[config.mk]
export PLATFORM = sky130hd
export DESIGN_NAME = skit_ctrl
export DESIGN_NICKNAME = d
export VERILOG_FILES = /design/src/hdl/skit_pkg.sv /design/src/hdl/skit_ctrl.sv
export SDC_FILE = /design/constraint.sdc
export NUM_CORES = 1
export LEC_CHECK = 0
export BUFFER_PORTS_ARGS = -buffer_cell sky130_fd_sc_hd__buf_2
export CORE_MARGIN = 4
export CORE_UTILIZATION = 47
export DETAILED_ROUTE_END_ITERATION = 10
export GPL_ROUTABILITY_DRIVEN = 0
export PLACE_DENSITY = 0.8
export SLEW_MARGIN = 25
export SYNTH_ARGS = -nofsm -noshare
export SYNTH_HDL_FRONTEND = slang
export SYNTH_SLANG_ARGS = --single-unit
[constraint.sdc]
create_clock -name clk -period 2 [get_ports clk]
set_input_delay 0.4 -clock clk [delete_from_list [all_inputs] [get_ports clk]]
set_output_delay 0.4 -clock clk [all_outputs]
set_load 0.1 [all_outputs]
[src/hdl/skit_pkg.sv]
`timescale 1ns / 1ps
`default_nettype none
package skit_pkg;

  localparam logic [31:0] FNV_PRIME = 32'd16777619;
  localparam logic [31:0] FNV_BASIS = 32'd2166136261;
  localparam int          MIN_BKT_LOG = 4;

  localparam logic [1:0] CMD_NAME   = 2'd0;
  localparam logic [1:0] CMD_FILE   = 2'd1;
  localparam logic [1:0] CMD_FINISH = 2'd2;
  localparam logic [1:0] CMD_CLEAR  = 2'd3;

  localparam int CAP_W   = 9;
  localparam int ID_W    = 8;
  localparam int HITS_W  = 32;
  localparam int LINE_W  = 32;
  localparam int IN_DW   = 40;
  localparam int OUT_DW  = 40;

  typedef struct packed {
    logic key_name;
    logic key_file;
    logic fin_latch;
    logic clr_table;
    logic clr_step;
    logic idx_clr;
    logic idx_inc;
    logic rd_file;
    logic hash_file;
    logic hash_line;
    logic probe_start;
    logic rd_bkt;
    logic rd_ent;
    logic probe_next;
    logic rd_cmp_name;
    logic rd_cmp_file;
    logic rd_name;
    logic cp_wr;
    logic cp_src_file;
    logic set_noff;
    logic set_foff;
    logic commit;
    logic hit;
    logic resp;
    logic resp_found;
    logic resp_new;
  } cmd_t;

  typedef struct packed {
    logic name_empty;
    logic file_empty;
    logic name_last;
    logic file_last;
    logic line_last;
    logic bkt_empty;
    logic hdr_eq;
    logic name_eq;
    logic file_eq;
    logic probe_last;
    logic table_full;
    logic name_no_fit;
    logic file_no_fit;
    logic clr_last;
    logic out_free;
  } sts_t;

endpackage
`default_nettype wire

[src/hdl/skit_ctrl.sv]
`timescale 1ns / 1ps
`default_nettype none
module skit_ctrl (
  input  wire logic          clk,
  input  wire logic          rst_n,
  input  wire logic          in_tvalid,
  output logic               in_tready,
  input  wire logic [1:0]    in_tuser,
  input  wire logic          cfg_we,
  input  wire skit_pkg::sts_t sts,
  output skit_pkg::cmd_t     cmd
);
  import skit_pkg::*;

  localparam logic [4:0] S_CLR     = 5'd0;
  localparam logic [4:0] S_IDLE    = 5'd1;
  localparam logic [4:0] S_FH_RD   = 5'd2;
  localparam logic [4:0] S_FH_MUL  = 5'd3;
  localparam logic [4:0] S_LH      = 5'd4;
  localparam logic [4:0] S_PS      = 5'd5;
  localparam logic [4:0] S_PB_RD   = 5'd6;
  localparam logic [4:0] S_PB_CHK  = 5'd7;
  localparam logic [4:0] S_PE_CHK  = 5'd8;
  localparam logic [4:0] S_MISS    = 5'd9;
  localparam logic [4:0] S_CN_RD   = 5'd10;
  localparam logic [4:0] S_CN_CHK  = 5'd11;
  localparam logic [4:0] S_CF_RD   = 5'd12;
  localparam logic [4:0] S_CF_CHK  = 5'd13;
  localparam logic [4:0] S_INS     = 5'd14;
  localparam logic [4:0] S_CPN_RD  = 5'd15;
  localparam logic [4:0] S_CPN_WR  = 5'd16;
  localparam logic [4:0] S_FCHK    = 5'd17;
  localparam logic [4:0] S_CPF_RD  = 5'd18;
  localparam logic [4:0] S_CPF_WR  = 5'd19;
  localparam logic [4:0] S_COMMIT  = 5'd20;
  localparam logic [4:0] S_R_NONE  = 5'd21;
  localparam logic [4:0] S_R_FOUND = 5'd22;
  localparam logic [4:0] S_R_NEW   = 5'd23;

  logic [4:0] state_r;
  logic [4:0] state_nxt;
  logic       in_acc;

  assign in_tready = (state_r == S_IDLE) && !cfg_we;
  assign in_acc    = in_tvalid && in_tready;

  always_comb begin
    cmd       = '0;
    state_nxt = state_r;
    unique case (state_r)
      S_CLR: begin
        cmd.clr_step = 1'b1;
        if (sts.clr_last) state_nxt = S_IDLE;
      end
      S_IDLE: begin
        if (in_acc) begin
          unique case (in_tuser)
            CMD_NAME: cmd.key_name = 1'b1;
            CMD_FILE: cmd.key_file = 1'b1;
            CMD_CLEAR: begin
              cmd.clr_table = 1'b1;
              state_nxt     = S_CLR;
            end
            CMD_FINISH: begin
              cmd.fin_latch = 1'b1;
              if (sts.name_empty) state_nxt = S_R_NONE;
              else if (sts.file_empty) state_nxt = S_LH;
              else state_nxt = S_FH_RD;
            end
            default: state_nxt = S_IDLE;
          endcase
        end
      end
      S_FH_RD: begin
        cmd.rd_file = 1'b1;
        state_nxt   = S_FH_MUL;
      end
      S_FH_MUL: begin
        cmd.hash_file = 1'b1;
        if (sts.file_last) begin
          cmd.idx_clr = 1'b1;
          state_nxt   = S_LH;
        end else begin
          cmd.idx_inc = 1'b1;
          state_nxt   = S_FH_RD;
        end
      end
      S_LH: begin
        cmd.hash_line = 1'b1;
        if (sts.line_last) begin
          cmd.idx_clr = 1'b1;
          state_nxt   = S_PS;
        end else begin
          cmd.idx_inc = 1'b1;
        end
      end
      S_PS: begin
        cmd.probe_start = 1'b1;
        state_nxt       = S_PB_RD;
      end
      S_PB_RD: begin
        cmd.rd_bkt = 1'b1;
        state_nxt  = S_PB_CHK;
      end
      S_PB_CHK: begin
        if (sts.bkt_empty) begin
          state_nxt = S_INS;
        end else begin
          cmd.rd_ent = 1'b1;
          state_nxt  = S_PE_CHK;
        end
      end
      S_PE_CHK: begin
        cmd.idx_clr = 1'b1;
        state_nxt   = sts.hdr_eq ? S_CN_RD : S_MISS;
      end
      S_MISS: begin
        if (sts.probe_last) begin
          cmd.hit   = 1'b1;
          state_nxt = S_R_NONE;
        end else begin
          cmd.probe_next = 1'b1;
          state_nxt      = S_PB_RD;
        end
      end
      S_CN_RD: begin
        cmd.rd_cmp_name = 1'b1;
        state_nxt       = S_CN_CHK;
      end
      S_CN_CHK: begin
        priority if (!sts.name_eq) begin
          state_nxt = S_MISS;
        end else if (sts.name_last) begin
          cmd.idx_clr = 1'b1;
          state_nxt   = sts.file_empty ? S_R_FOUND : S_CF_RD;
        end else begin
          cmd.idx_inc = 1'b1;
          state_nxt   = S_CN_RD;
        end
      end
      S_CF_RD: begin
        cmd.rd_cmp_file = 1'b1;
        state_nxt       = S_CF_CHK;
      end
      S_CF_CHK: begin
        priority if (!sts.file_eq) begin
          state_nxt = S_MISS;
        end else if (sts.file_last) begin
          cmd.idx_clr = 1'b1;
          state_nxt   = S_R_FOUND;
        end else begin
          cmd.idx_inc = 1'b1;
          state_nxt   = S_CF_RD;
        end
      end
      S_INS: begin
        priority if (sts.table_full || sts.name_no_fit) begin
          cmd.hit   = 1'b1;
          state_nxt = S_R_NONE;
        end else begin
          cmd.set_noff = 1'b1;
          cmd.idx_clr  = 1'b1;
          state_nxt    = S_CPN_RD;
        end
      end
      S_CPN_RD: begin
        cmd.rd_name = 1'b1;
        state_nxt   = S_CPN_WR;
      end
      S_CPN_WR: begin
        cmd.cp_wr = 1'b1;
        if (sts.name_last) begin
          cmd.idx_clr = 1'b1;
          state_nxt   = S_FCHK;
        end else begin
          cmd.idx_inc = 1'b1;
          state_nxt   = S_CPN_RD;
        end
      end
      S_FCHK: begin
        priority if (sts.file_empty) begin
          state_nxt = S_COMMIT;
        end else if (sts.file_no_fit) begin
          cmd.hit   = 1'b1;
          state_nxt = S_R_NONE;
        end else begin
          cmd.set_foff = 1'b1;
          state_nxt    = S_CPF_RD;
        end
      end
      S_CPF_RD: begin
        cmd.rd_file = 1'b1;
        state_nxt   = S_CPF_WR;
      end
      S_CPF_WR: begin
        cmd.cp_wr       = 1'b1;
        cmd.cp_src_file = 1'b1;
        if (sts.file_last) begin
          cmd.idx_clr = 1'b1;
          state_nxt   = S_COMMIT;
        end else begin
          cmd.idx_inc = 1'b1;
          state_nxt   = S_CPF_RD;
        end
      end
      S_COMMIT: begin
        cmd.commit = 1'b1;
        state_nxt  = S_R_NEW;
      end
      S_R_NONE: begin
        if (sts.out_free) begin
          cmd.resp  = 1'b1;
          state_nxt = S_IDLE;
        end
      end
      S_R_FOUND: begin
        if (sts.out_free) begin
          cmd.resp       = 1'b1;
          cmd.resp_found = 1'b1;
          state_nxt      = S_IDLE;
        end
      end
      S_R_NEW: begin
        if (sts.out_free) begin
          cmd.resp       = 1'b1;
          cmd.resp_found = 1'b1;
          cmd.resp_new   = 1'b1;
          state_nxt      = S_IDLE;
        end
      end
      default: state_nxt = S_CLR;
    endcase
    if (cfg_we) state_nxt = S_CLR;
  end

  always_ff @(posedge clk) begin
    if (!rst_n) begin
      state_r <= S_CLR;
    end else begin
      state_r <= state_nxt;
    end
  end

  a_resp_slot: assert property (@(posedge clk) disable iff (!rst_n)
    cmd.resp |-> sts.out_free) else $error("result loaded over a waiting word");
  a_commit_room: assert property (@(posedge clk) disable iff (!rst_n)
    cmd.commit |-> !sts.table_full) else $error("insert into a full table");
  a_hash_file: assert property (@(posedge clk) disable iff (!rst_n)
    cmd.hash_file |-> !sts.file_empty) else $error("file hash with empty file");
  a_clr_block: assert property (@(posedge clk) disable iff (!rst_n)
    cmd.clr_table |=> !in_tready) else $error("input taken during clear pass");

endmodule
`default_nettype wire

==> out/qor.txt, run 1 <==
Status: aborted with a tool error
Post-synth ARST share: 0%
Rows: 16
IO Port Bufs: 47
Avg Inst Size Synth: 6.33 µm²
Yosys Warn Count: 0
Stop err: [ERROR DPL-0038] Utilization greater than 100%, impossible to legalize
Flops & latches, synth: 5
Die Width: 55.6 µm
Synthesized area: 1060 µm²
Top_reg_cell synth: dfxtp_1
Register area share after synthesis: 9.41%
Ports: 48
Synth area leader: dfxtp_1
Initial Util: 51.6%
Mapped Cells: 168
Exit stage: 3_5_place_dp
Synth unique cells: 45
Yosys top cell area share: 9.41%
Mapped Nets: 189
Post-synth EDFFs: 0
Synth top area cells: dfxtp_1 (9.4%), nor2_1 (6.4%), a21oi_1 (6.1%)
Die Y: 55.6 µm
## cell usage after synthesis (3+ instances only)
master	number
o21ai_0	6
nor3_1	9
nand3b_1	3
nor2_1	18
nand2b_1	7
o32ai_1	3
clkbuf_1	6
or2_2	5
dfxtp_1	5
nand2_1	14
a32oi_1	4
nor3b_1	6
nor4bb_1	3
a21oi_1	13
buf_2	5
nor4_1	3
a211oi_1	4
o2111ai_1	4
nand3_1	7
nor2b_1	6
inv_1	8
## cell families after synthesis
logic type | count (synthesis) | share of synthesized area [%]
compound gates | 50 | 33.5
buf+inv | 22 | 9.41
flops | 5 | 9.41
simple gates | 91 | 47.6
## per-stage QoR
stage	std cells	setup TNS, ns	setup slack, ns
global placement	255	-0.00656	-0.00656
floorplan	168	-3.42	-0.980
==> run 2, diff against run 1 <==
--- a/config.mk
+++ b/config.mk
@@ -6,11 +6,11 @@
 export NUM_CORES = 1
 export LEC_CHECK = 0
 export BUFFER_PORTS_ARGS = -buffer_cell sky130_fd_sc_hd__buf_2
-export CORE_MARGIN = 4
-export CORE_UTILIZATION = 47
+export CORE_AREA = 4 4 65 67
 export DETAILED_ROUTE_END_ITERATION = 10
+export DIE_AREA = 0 0 69 71
 export GPL_ROUTABILITY_DRIVEN = 0
-export PLACE_DENSITY = 0.8
+export PLACE_DENSITY_LB_ADDON = 0.15
 export SLEW_MARGIN = 25
 export SYNTH_ARGS = -nofsm -noshare
 export SYNTH_HDL_FRONTEND = slang
==> out/qor.txt, run 2 <==
Status: finished with violations (was aborted with a tool error)
Failing checks: setup timing
Maxcap violations: 0
P per Cell Area: 189 nW/µm²
Final Core Density: 74.7%
Design Power: 512 µW
Post-synth EDFFs: 0 (unchanged)
Register area share after synthesis: 9.41% (unchanged)
Most frequent cells in the layout: buf_4 (53), buf_12 (27), buf_2 (18)
Synth top area cells: dfxtp_1 (9.4%), nor2_1 (6.4%), a21oi_1 (6.1%) (unchanged)
Synth unique cells: 45 (unchanged)
Sink Count: 5
Final Non-Filler Cells: 313
Area of the multi-input gates: 1320 µm²
Crit path DAT: 1.68 ns
Total global-route track usage: 23.2%
Cells after DPL: 282
First-pass GRT wire length: 9410 µm
Layout filler cell count: 254
IO Port Bufs: 47 (unchanged)
Synth area leader: dfxtp_1 (unchanged)
Crit Path Max Fanout: 12
Setup Skew: 0.00576 ns
Area grow syn2layout: 155%
ANT cells: 0
WL final: 6010 µm
Max-slew violation count: 0
Via count: 1,871
LEAKAGE: 1.08 nW
Kind of critical path: flip-flop to output pin
Yosys Warn Count: 0 (unchanged)
Core Box Area: 3630 µm²
DRT Pass-1 Iters: 5
Post-Route Setup TNS: -0.260 ns
Post-route setup slack: -0.0779 ns
Flops & latches, synth: 5 (unchanged)
Vias in the first global route: 1,860
Avg Inst Size Synth: 6.33 µm² (unchanged)
HP Class: input port to flip-flop
Worst hold stages: 3
Mapped Nets: 189 (unchanged)
Initial antenna violation count: 0
Die Width: 69 µm (was 55.6 µm)
Top_reg_cell synth: dfxtp_1 (unchanged)
CP peak stage delay: 0.40 ns
RSZ-0062 raised after global routing: true
Yosys top cell area share: 9.41% (unchanged)
Largest Register: state_r
Final period util: 104%
Top flop regs: state_r (5)
FMAX: 481 MHz
CTS tree: built
CTS max path bufs: 2
Commonest non-fill, non-tap cell in the layout: buf_4
DRC: 0
Die area: 4900 µm²
Initial DRC count: 168
Setup-failing EPs final: 7
Required @ worst endpoint: 1.60 ns
Slew at the pin closest to its max-slew limit: 0.478 ns
Rows: 22 (was 16)
Fin nets: 287
Root buf cell: clkbuf_8
Die Y: 71 µm (was 55.6 µm)
Final worst path period need: 2.08 ns
Fin Hold WS: 0.562 ns
Initial Util: 29.3% (was 51.6%)
Max reg flops: 5
Wire per inst: 19.2 µm
Worst setup EP type: output pin
Worst-path cell chain: nor3b_4, nand2_4, nor2_4, nand2_4, nor3b_4, buf_12
Sequential cell area: 119 µm²
Clk_lat worst skew: 0.23 ns
Most numerous cell in the Yosys netlist: nor2_1 (unchanged)
Top layer in use: met4
Hold Fails Final Rpt: 0
Most instantiated cells after synthesis: nor2_1 (18), nand2_1 (14), a21oi_1 (13) (unchanged)
Mapped Cells: 168 (unchanged)
Gr ovfl total: 0
M1 wire length: 2410 µm
Crit start category: flip-flop
DPL Wire Length: 3890 µm
Ports: 48 (unchanged)
Slew margin rel.: 68.0%
Largest net degree at the start of global routing: 13
H-tree levels: 1
Met2 WL post-DR: 2960 µm
Synthesized area: 1060 µm² (unchanged)
Via/cell ratio: 5.98
Met3 WL post-DR: 381 µm
CTS buffer count: 3
Layout cells sized above 1: 69.1%
Slowest stage cell, crit path: dfxtp_4
ANT nets after route: 0
Maximum VDD drop: 0.224 mV
Reg clk slew, reported paths: 0.04 ns
R2R cell count: 6
Post-synth ARST share: 0% (unchanged)
[run 2: cell counts after synthesis]
Identical to the previous run, type by type.
[run 2: where the power goes]
group | internal (mW) | switching [mW] | total [mW]
Combinational | 0.0930 | 0.120 | 0.213
Sequential | 0.0958 | 0.00212 | 0.0980
Clock | 0.138 | 0.0631 | 0.201
Total | 0.327 | 0.185 | 0.512
[run 2: area by class of cell]
cell class	instances	area share, %
well taps	48	2.21
repair buffers	107	41.9
inverters	8	1.38
clock buffers	4	1.66
multi-input cells	141	48.5
flip-flops and latches	5	4.38
[run 2: per-stage QoR]
| stage | setup WS [ns] | instance area, µm² |
|---|---|---|
| 2_1_floorplan | -0.980 | 1380 |
| 3_3_place_gp | 0.0236 | 2210 |
| 3_5_place_dp | -0.00543 | 2210 |
| 4_1_cts | -0.0357 | 2530 |
| 5_1_grt | -0.133 | 2710 |
| 6_report | -0.0779 | 2710 |
[run 2: repair_timing]
item / in CTS / in global routing
setup buffers: 20 / 7
endpoints found under the setup margin: 18 / 18
resized for setup: 36 / 28
endpoints found under the hold margin: 0 / 0
hold buffers: 0 / 0
pin swaps: 13 / 11
[run 2: worst max-delay path: cells and delay by family, from the launching register on]
family / cells / cell delay, ns
buf+inv: 1 / 0.20
flops: 1 / 0.40
simple gates: 5 / 0.83
[run 2: path summary, 6_finish.rpt]
path	endpoint	start	slack (ns)
worst max-delay path	cmd[24]	state_r[2]	-0.08
worst min-delay path	state_r[2]	rst_n	0.56
worst max register to register	state_r[1]	state_r[3]	0.03
worst min register to register	state_r[1]	state_r[1]	0.61
[run 2: logic make-up (layout without fill, tap and decap cells)]
logic type	after synthesis	in the layout	share of synthesized area [%]
flops	5	5	9.41
compound gates	50	50	33.5
simple gates	91	91	47.6
buf+inv	22	119	9.41
[run 2: layer usage]
layer | vias to the layer above | track usage, %
li1 | 830 | -
met1 | 892 | 28.4
met2 | 120 | 39.1
met3 | 29 | 3.55
met4 | 0 | 12.4
met5 | - | 0
No activity file was read; power rests on OpenSTA's default activity.
==> run 3, diff against run 2 <==
--- a/config.mk
+++ b/config.mk
@@ -10,7 +10,8 @@
 export DETAILED_ROUTE_END_ITERATION = 10
 export DIE_AREA = 0 0 69 71
 export GPL_ROUTABILITY_DRIVEN = 0
-export PLACE_DENSITY_LB_ADDON = 0.15
+export PLACE_DENSITY = 0.53
+export REMOVE_ABC_BUFFERS = 1
 export SLEW_MARGIN = 25
 export SYNTH_ARGS = -nofsm -noshare
 export SYNTH_HDL_FRONTEND = slang
==> out/qor.txt, run 3 (synthesized netlist as in run 2, its figures left out) <==
Status: finished with violations (unchanged)
Failing checks: setup timing (unchanged)
Die Y: 71 µm (unchanged)
Setup-failing EPs final: 6 (was 7)
Crit path DAT: 1.69 ns (was 1.68 ns)
Area of the multi-input gates: 1120 µm² (was 1320 µm²)
HP Class: flip-flop to flip-flop (was input port to flip-flop)
Via/cell ratio: 5.91 (was 5.98)
Initial Util: 29.3% (unchanged)
Commonest non-fill, non-tap cell in the layout: buf_4 (unchanged)
Reg clk slew, reported paths: 0.03 ns (was 0.04 ns)
First-pass GRT wire length: 7870 µm (was 9410 µm)
FMAX: 478 MHz (was 481 MHz)
Core Box Area: 3630 µm² (unchanged)
Hold Fails Final Rpt: 0 (unchanged)
Max-slew violation count: 0 (unchanged)
DRC: 0 (unchanged)
Crit Path Max Fanout: 9 (was 12)
WL final: 5300 µm (was 6010 µm)
Final worst path period need: 2.09 ns (was 2.08 ns)
Layout cells sized above 1: 60.9% (was 69.1%)
Fin nets: 275 (was 287)
Layout filler cell count: 297 (was 254)
Kind of critical path: flip-flop to output pin (unchanged)
Root buf cell: clkbuf_8 (unchanged)
Slew margin rel.: 65.5% (was 68.0%)
ANT nets after route: 0 (unchanged)
Delay-heaviest family, CP: buffers and inverters (was simple AND/OR/NAND/NOR gates)
Cells after DPL: 285 (was 282)
Final Non-Filler Cells: 301 (was 313)
Via count: 1,780 (was 1,871)
Required @ worst endpoint: 1.60 ns (about the same)
P per Cell Area: 189 nW/µm² (about the same)
CTS max path bufs: 2 (unchanged)
Largest Register: state_r (unchanged)
Top flop regs: state_r (5) (unchanged)
Slowest stage cell, crit path: dfxtp_4 (unchanged)
Initial DRC count: 148 (was 168)
ANT cells: 0 (unchanged)
Initial antenna violation count: 0 (unchanged)
Slew at the pin closest to its max-slew limit: 0.516 ns (was 0.478 ns)
Maximum VDD drop: 0.137 mV (was 0.224 mV)
DRT Pass-1 Iters: 7 (was 5)
Post-route setup slack: -0.0913 ns (was -0.0779 ns)
Crit start category: flip-flop (unchanged)
Sequential cell area: 119 µm² (unchanged)
DPL Wire Length: 3520 µm (was 3890 µm)
Ports: 48 (unchanged)
Vias in the first global route: 1,658 (was 1,860)
Worst setup EP type: output pin (unchanged)
Setup Skew: 0.000727 ns (was 0.00576 ns)
Total global-route track usage: 19.3% (was 23.2%)
LEAKAGE: 0.971 nW (was 1.08 nW)
Rows: 22 (unchanged)
Worst-path cell chain: buf_12, nor2b_2, nand2_1, o32ai_2, a21oi_1, o21ai_2, clkbuf_16 (was nor3b_4, nand2_4, nor2_4, nand2_4, nor3b_4, buf_12)
Worst Path Buf+Inv: 2 (was 1)
Die Width: 69 µm (unchanged)
Maxcap violations: 0 (unchanged)
Clk_lat worst skew: 0.22 ns (was 0.23 ns)
Gr ovfl total: 0 (unchanged)
IO Port Bufs: 47 (unchanged)
Most frequent cells in the layout: buf_4 (42), buf_12 (27), buf_2 (20) (was buf_4 (53), buf_12 (27), buf_2 (18))
Sink Count: 5 (unchanged)
H-tree levels: 1 (unchanged)
Wire per inst: 17.6 µm (was 19.2 µm)
Die area: 4900 µm² (unchanged)
Max reg flops: 5 (unchanged)
RSZ-0062 raised after global routing: true (unchanged)
Area grow syn2layout: 128% (was 155%)
Largest net degree at the start of global routing: 20 (was 13)
CTS buffer count: 3 (unchanged)
# hold bufs at CTS: 0 (unchanged)
Final period util: 105% (was 104%)
Design Power: 459 µW (was 512 µW)
CTS tree: built (unchanged)
CP peak stage delay: 0.39 ns (was 0.40 ns)
-- run 3: changes by cell type in the layout (fill, tap and decap cells not counted), sizes merged --
cell      before  now
clkinvlp       2    0
inv            6    8
clkbuf         4    6
buf          107   93
-- run 3: worst reg2reg max path, cell delays in order (launching register included) --
cell	delay [ns]
dfxtp_4	0.37
buf_4	0.15
or3b_4	0.38
or4_4	0.49
o311ai_1	0.13
a211oi_2	0.11
o31ai_1	0.22
-- run 3: layer usage --
| layer | track usage [%] | wire length [µm] |
|---|---|---|
| met4 | 9.11 | 201 |
| met1 | 25.0 | 2020 |
| met3 | 3.69 | 623 |
| met5 | 0 | 0 |
| met2 | 30.7 | 2460 |
-- run 3: final cells by class --
class                           count  area share [%]
Clock buffer                        4            1.85
Inverter                            8            1.34
Sequential cell                     5            4.89
Tap cell                           48            2.47
Timing Repair Buffer               95            43.4
Multi-Input combinational cell    141            46.0
-- run 3: final timing paths --
| path | from | to | slack, ns | depth (start not counted) |
|---|---|---|---|---|
| setup / recovery | state_r[3] | cmd[19] | -0.09 | 7 |
| hold / removal | state_r[1] | state_r[1] | 0.54 | 2 |
| setup reg to reg | state_r[4] | state_r[0] | 0.04 | 6 |
| hold reg to reg | state_r[1] | state_r[1] | 0.54 | 2 |
-- run 3: where the power goes --
group          internal [mW]  switching [mW]
Sequential            0.0960         0.00270
Combinational         0.0727           0.103
Clock                  0.137          0.0478
Total                  0.305           0.154
-- run 3: what timing repair did --
item,in CTS,in global routing
endpoints found under the setup margin,25,20
pin swaps,5,11
gates cloned,0,1
resized for setup,39,39
setup buffers,7,4
-- run 3: stage by stage --
stage	utilization, %	setup TNS (ns)	cell area, µm²	setup WS, ns	hold WS (ns)
floorplan	-	-35.05	993	-3.85	0.624
global placement	54.4	-0.289	1980	-0.0726	0.518
detailed placement	54.4	-0.147	1980	-0.0551	0.527
CTS	60.9	-0.245	2210	-0.0830	0.544
global route	66.9	-0.796	2430	-0.133	0.558
finish	66.9	-0.273	2430	-0.0913	0.542
==> run 4, diff against run 3 <==
--- a/config.mk
+++ b/config.mk
@@ -7,6 +7,7 @@
 export LEC_CHECK = 0
 export BUFFER_PORTS_ARGS = -buffer_cell sky130_fd_sc_hd__buf_2
 export CORE_AREA = 4 4 65 67
+export CTS_BUF_LIST = sky130_fd_sc_hd__clkbuf_4
 export DETAILED_ROUTE_END_ITERATION = 10
 export DIE_AREA = 0 0 69 71
 export GPL_ROUTABILITY_DRIVEN = 0
==> out/qor.txt, run 4 (synthesized netlist as in run 2, its figures left out) <==
Setup crit start: state_r[3] (unchanged)
FMAX: 474 MHz (was 478 MHz)
DRT Pass-1 Iters: 6 (was 7)
Post-route setup slack: -0.108 ns (was -0.0913 ns)
# hold bufs at CTS: 0 (unchanged)
Vias in the first global route: 1,777 (was 1,658)
DRC: 0 (unchanged)
Fin Hold WS: 0.543 ns (was 0.542 ns)
Final worst path period need: 2.11 ns (was 2.09 ns)
Slew margin rel.: 65.8% (was 65.5%)
Combinational power share: 44.1% (was 38.3%)
Via count: 1,819 (was 1,780)
Die Width: 69 µm (unchanged)
Worst setup EP type: output pin (unchanged)
CTS buffer count: 3 (unchanged)
P per Cell Area: 166 nW/µm² (was 189 nW/µm²)
P_sw: 148 µW (was 154 µW)
Flop-to-flop setup slack: 0.03 ns (was 0.04 ns)
Ports: 48 (unchanged)
Setup Skew: 0.00559 ns (was 0.000727 ns)
Total global-route track usage: 20.0% (was 19.3%)
R2R cell count: 6 (unchanged)
Clk_lat worst skew: 0.24 ns (was 0.22 ns)
Core Box Area: 3630 µm² (unchanged)
HP Class: flip-flop to flip-flop (unchanged)
Max-slew violation count: 0 (unchanged)
Failing checks: setup timing (unchanged)
IO Port Bufs: 47 (unchanged)
Design Area, Final: 2450 µm² (was 2430 µm²)
Die Y: 71 µm (unchanged)
Hold wc startpoint: state_r[1] (unchanged)
Largest Register: state_r (unchanged)
Slowest stage cell, crit path: dfxtp_4 (unchanged)
Delay-heaviest family, CP: flip-flops (was buffers and inverters)
First-pass GRT wire length: 8250 µm (was 7870 µm)
Slew at the pin closest to its max-slew limit: 0.507 ns (was 0.516 ns)
Most frequent cells in the layout: buf_4 (48), buf_12 (27), buf_2 (20) (was buf_4 (42), buf_12 (27), buf_2 (20))
Critical R2R Capture: state_r[1] (was state_r[0])
Crit start category: flip-flop (unchanged)
Root buf cell: clkbuf_4 (was clkbuf_8)
Initial antenna violation count: 0 (unchanged)
Sink Count: 5 (unchanged)
LEAKAGE: 0.994 nW (was 0.971 nW)
Worst Path Buf+Inv: 2 (unchanged)
Sw frac: 36.3% (was 33.5%)
Status: finished with violations (unchanged)
Post-Route Setup TNS: -0.334 ns (was -0.273 ns)
Rows: 22 (unchanged)
CTS tree: built (unchanged)
Via/cell ratio: 5.93 (was 5.91)
Setup-failing EPs final: 6 (unchanged)
WL final: 5480 µm (was 5300 µm)
Required @ worst endpoint: 1.60 ns (about the same)
Max reg flops: 5 (unchanged)
Kind of critical path: flip-flop to output pin (unchanged)
Initial DRC count: 139 (was 148)
Gr ovfl total: 0 (unchanged)
FF-to-FF Start: state_r[4] (unchanged)
ANT nets after route: 0 (unchanged)
Maximum VDD drop: 0.143 mV (was 0.137 mV)
Final period util: 105% (about the same)
Maxcap violations: 0 (unchanged)
Dpl cell area: 1980 µm² (unchanged)
WP depth: 6 (was 7)
Die area: 4900 µm² (unchanged)
Crit path top cell by count: buf_12
Top flop regs: state_r (5) (unchanged)
DPL Wire Length: 3520 µm (unchanged)
ANT cells: 0 (unchanged)
Crit path DAT: 1.71 ns (was 1.69 ns)
RSZ-0062 raised after global routing: true (unchanged)
H-tree levels: 1 (unchanged)
CTS max path bufs: 2 (unchanged)
Reg power frac: 24.2% (was 21.5%)
Wire per inst: 17.9 µm (was 17.6 µm)
Commonest non-fill, non-tap cell in the layout: buf_4 (unchanged)
Critical path endpoint: cmd[20] (was cmd[19])
Clock power share: 31.7% (was 40.2%)
Worst-path cell chain: buf_12, nor2b_2, a32oi_2, o32a_1, nand3_2, buf_12 (was buf_12, nor2b_2, nand2_1, o32ai_2, a21oi_1, o21ai_2, clkbuf_16)
CP peak stage delay: 0.41 ns (was 0.39 ns)
Area grow syn2layout: 130% (was 128%)
Crit Path Max Fanout: 11 (was 9)
Reg clk slew, reported paths: 0.05 ns (was 0.03 ns)
Layout cells sized above 1: 62.2% (was 60.9%)
Hold Fails Final Rpt: 0 (unchanged)
P_int: 260 µW (was 305 µW)
Largest net degree at the start of global routing: 12 (was 20)
Cells after DPL: 285 (unchanged)
Initial Util: 29.3% (unchanged)
Final Non-Filler Cells: 307 (was 301)
Fin nets: 281 (was 275)
## run 4: cell count changes in the layout (fill, tap and decap cells not counted), sizes merged
cell / change
buf: +7
clkbuf: -1
## run 4: area by class of cell
class                           instances  area, µm²
Multi-Input combinational cell        141       1120
Tap cell                               48       60.1
Clock buffer                            4       30.0
Timing Repair Buffer                  101       1090
Sequential cell                         5        119
Fill cell                             296       1180
Inverter                                8       32.5
## run 4: power groups by stage
| stage | logic (mW) | registers, mW | clock network, mW |
|---|---|---|---|
| 3_3_place_gp | 0.142 | 0.105 | 0 |
| 2_1_floorplan | 0.0643 | 0.109 | 0 |
| 5_1_grt | 0.191 | 0.0985 | 0.138 |
| 3_5_place_dp | 0.142 | 0.105 | 0 |
| 4_1_cts | 0.163 | 0.0985 | 0.131 |
| 6_report | 0.180 | 0.0987 | 0.129 |
## run 4: worst min path at each step
| stage | end | slack, ns | cells past startpoint |
|---|---|---|---|
| floorplan | state_r[1] | 0.62 | 3 |
| global placement | state_r[1] | 0.52 | 2 |
| detailed placement | state_r[1] | 0.53 | 2 |
| CTS | state_r[2] | 0.54 | 3 |
| global route | state_r[4] | 0.56 | 3 |
| finish | state_r[1] | 0.54 | 2 |
## run 4: metrics by stage
| step | worst slack [ns] | utilization (%) | power [mW] |
|---|---|---|---|
| 2_1_floorplan | -3.85 | - | 0.173 |
| 3_3_place_gp | -0.0726 | 54.4 | 0.247 |
| 3_5_place_dp | -0.0551 | 54.4 | 0.247 |
| 4_1_cts | -0.0964 | 63.8 | 0.392 |
| 5_1_grt | -0.164 | 67.4 | 0.427 |
| 6_report | -0.108 | 67.4 | 0.408 |
## run 4: timing repair
item / CTS / global route
setup endpoints to repair: 27 / 21
pin swaps: 5 / 5
setup buffers: 18 / 0
resized for setup: 48 / 32
gates cloned: 0 / 0
## run 4: metal layers
metal  global-route usage, %  share of wire [%]  vias to the layer above
li1                        -                  -                      818
met1                    24.5                 36                      824
met2                    33.2                 48                      141
met3                    3.69                 11                       36
met4                    10.6                5.1                        0
met5                       0                  0                        -
## run 4: tightest hold or removal path: cells and delay by family (launching register included)
family	cells	cell delay, ns
flops	1	0.36
simple gates	1	0.08
compound gates	1	0.06
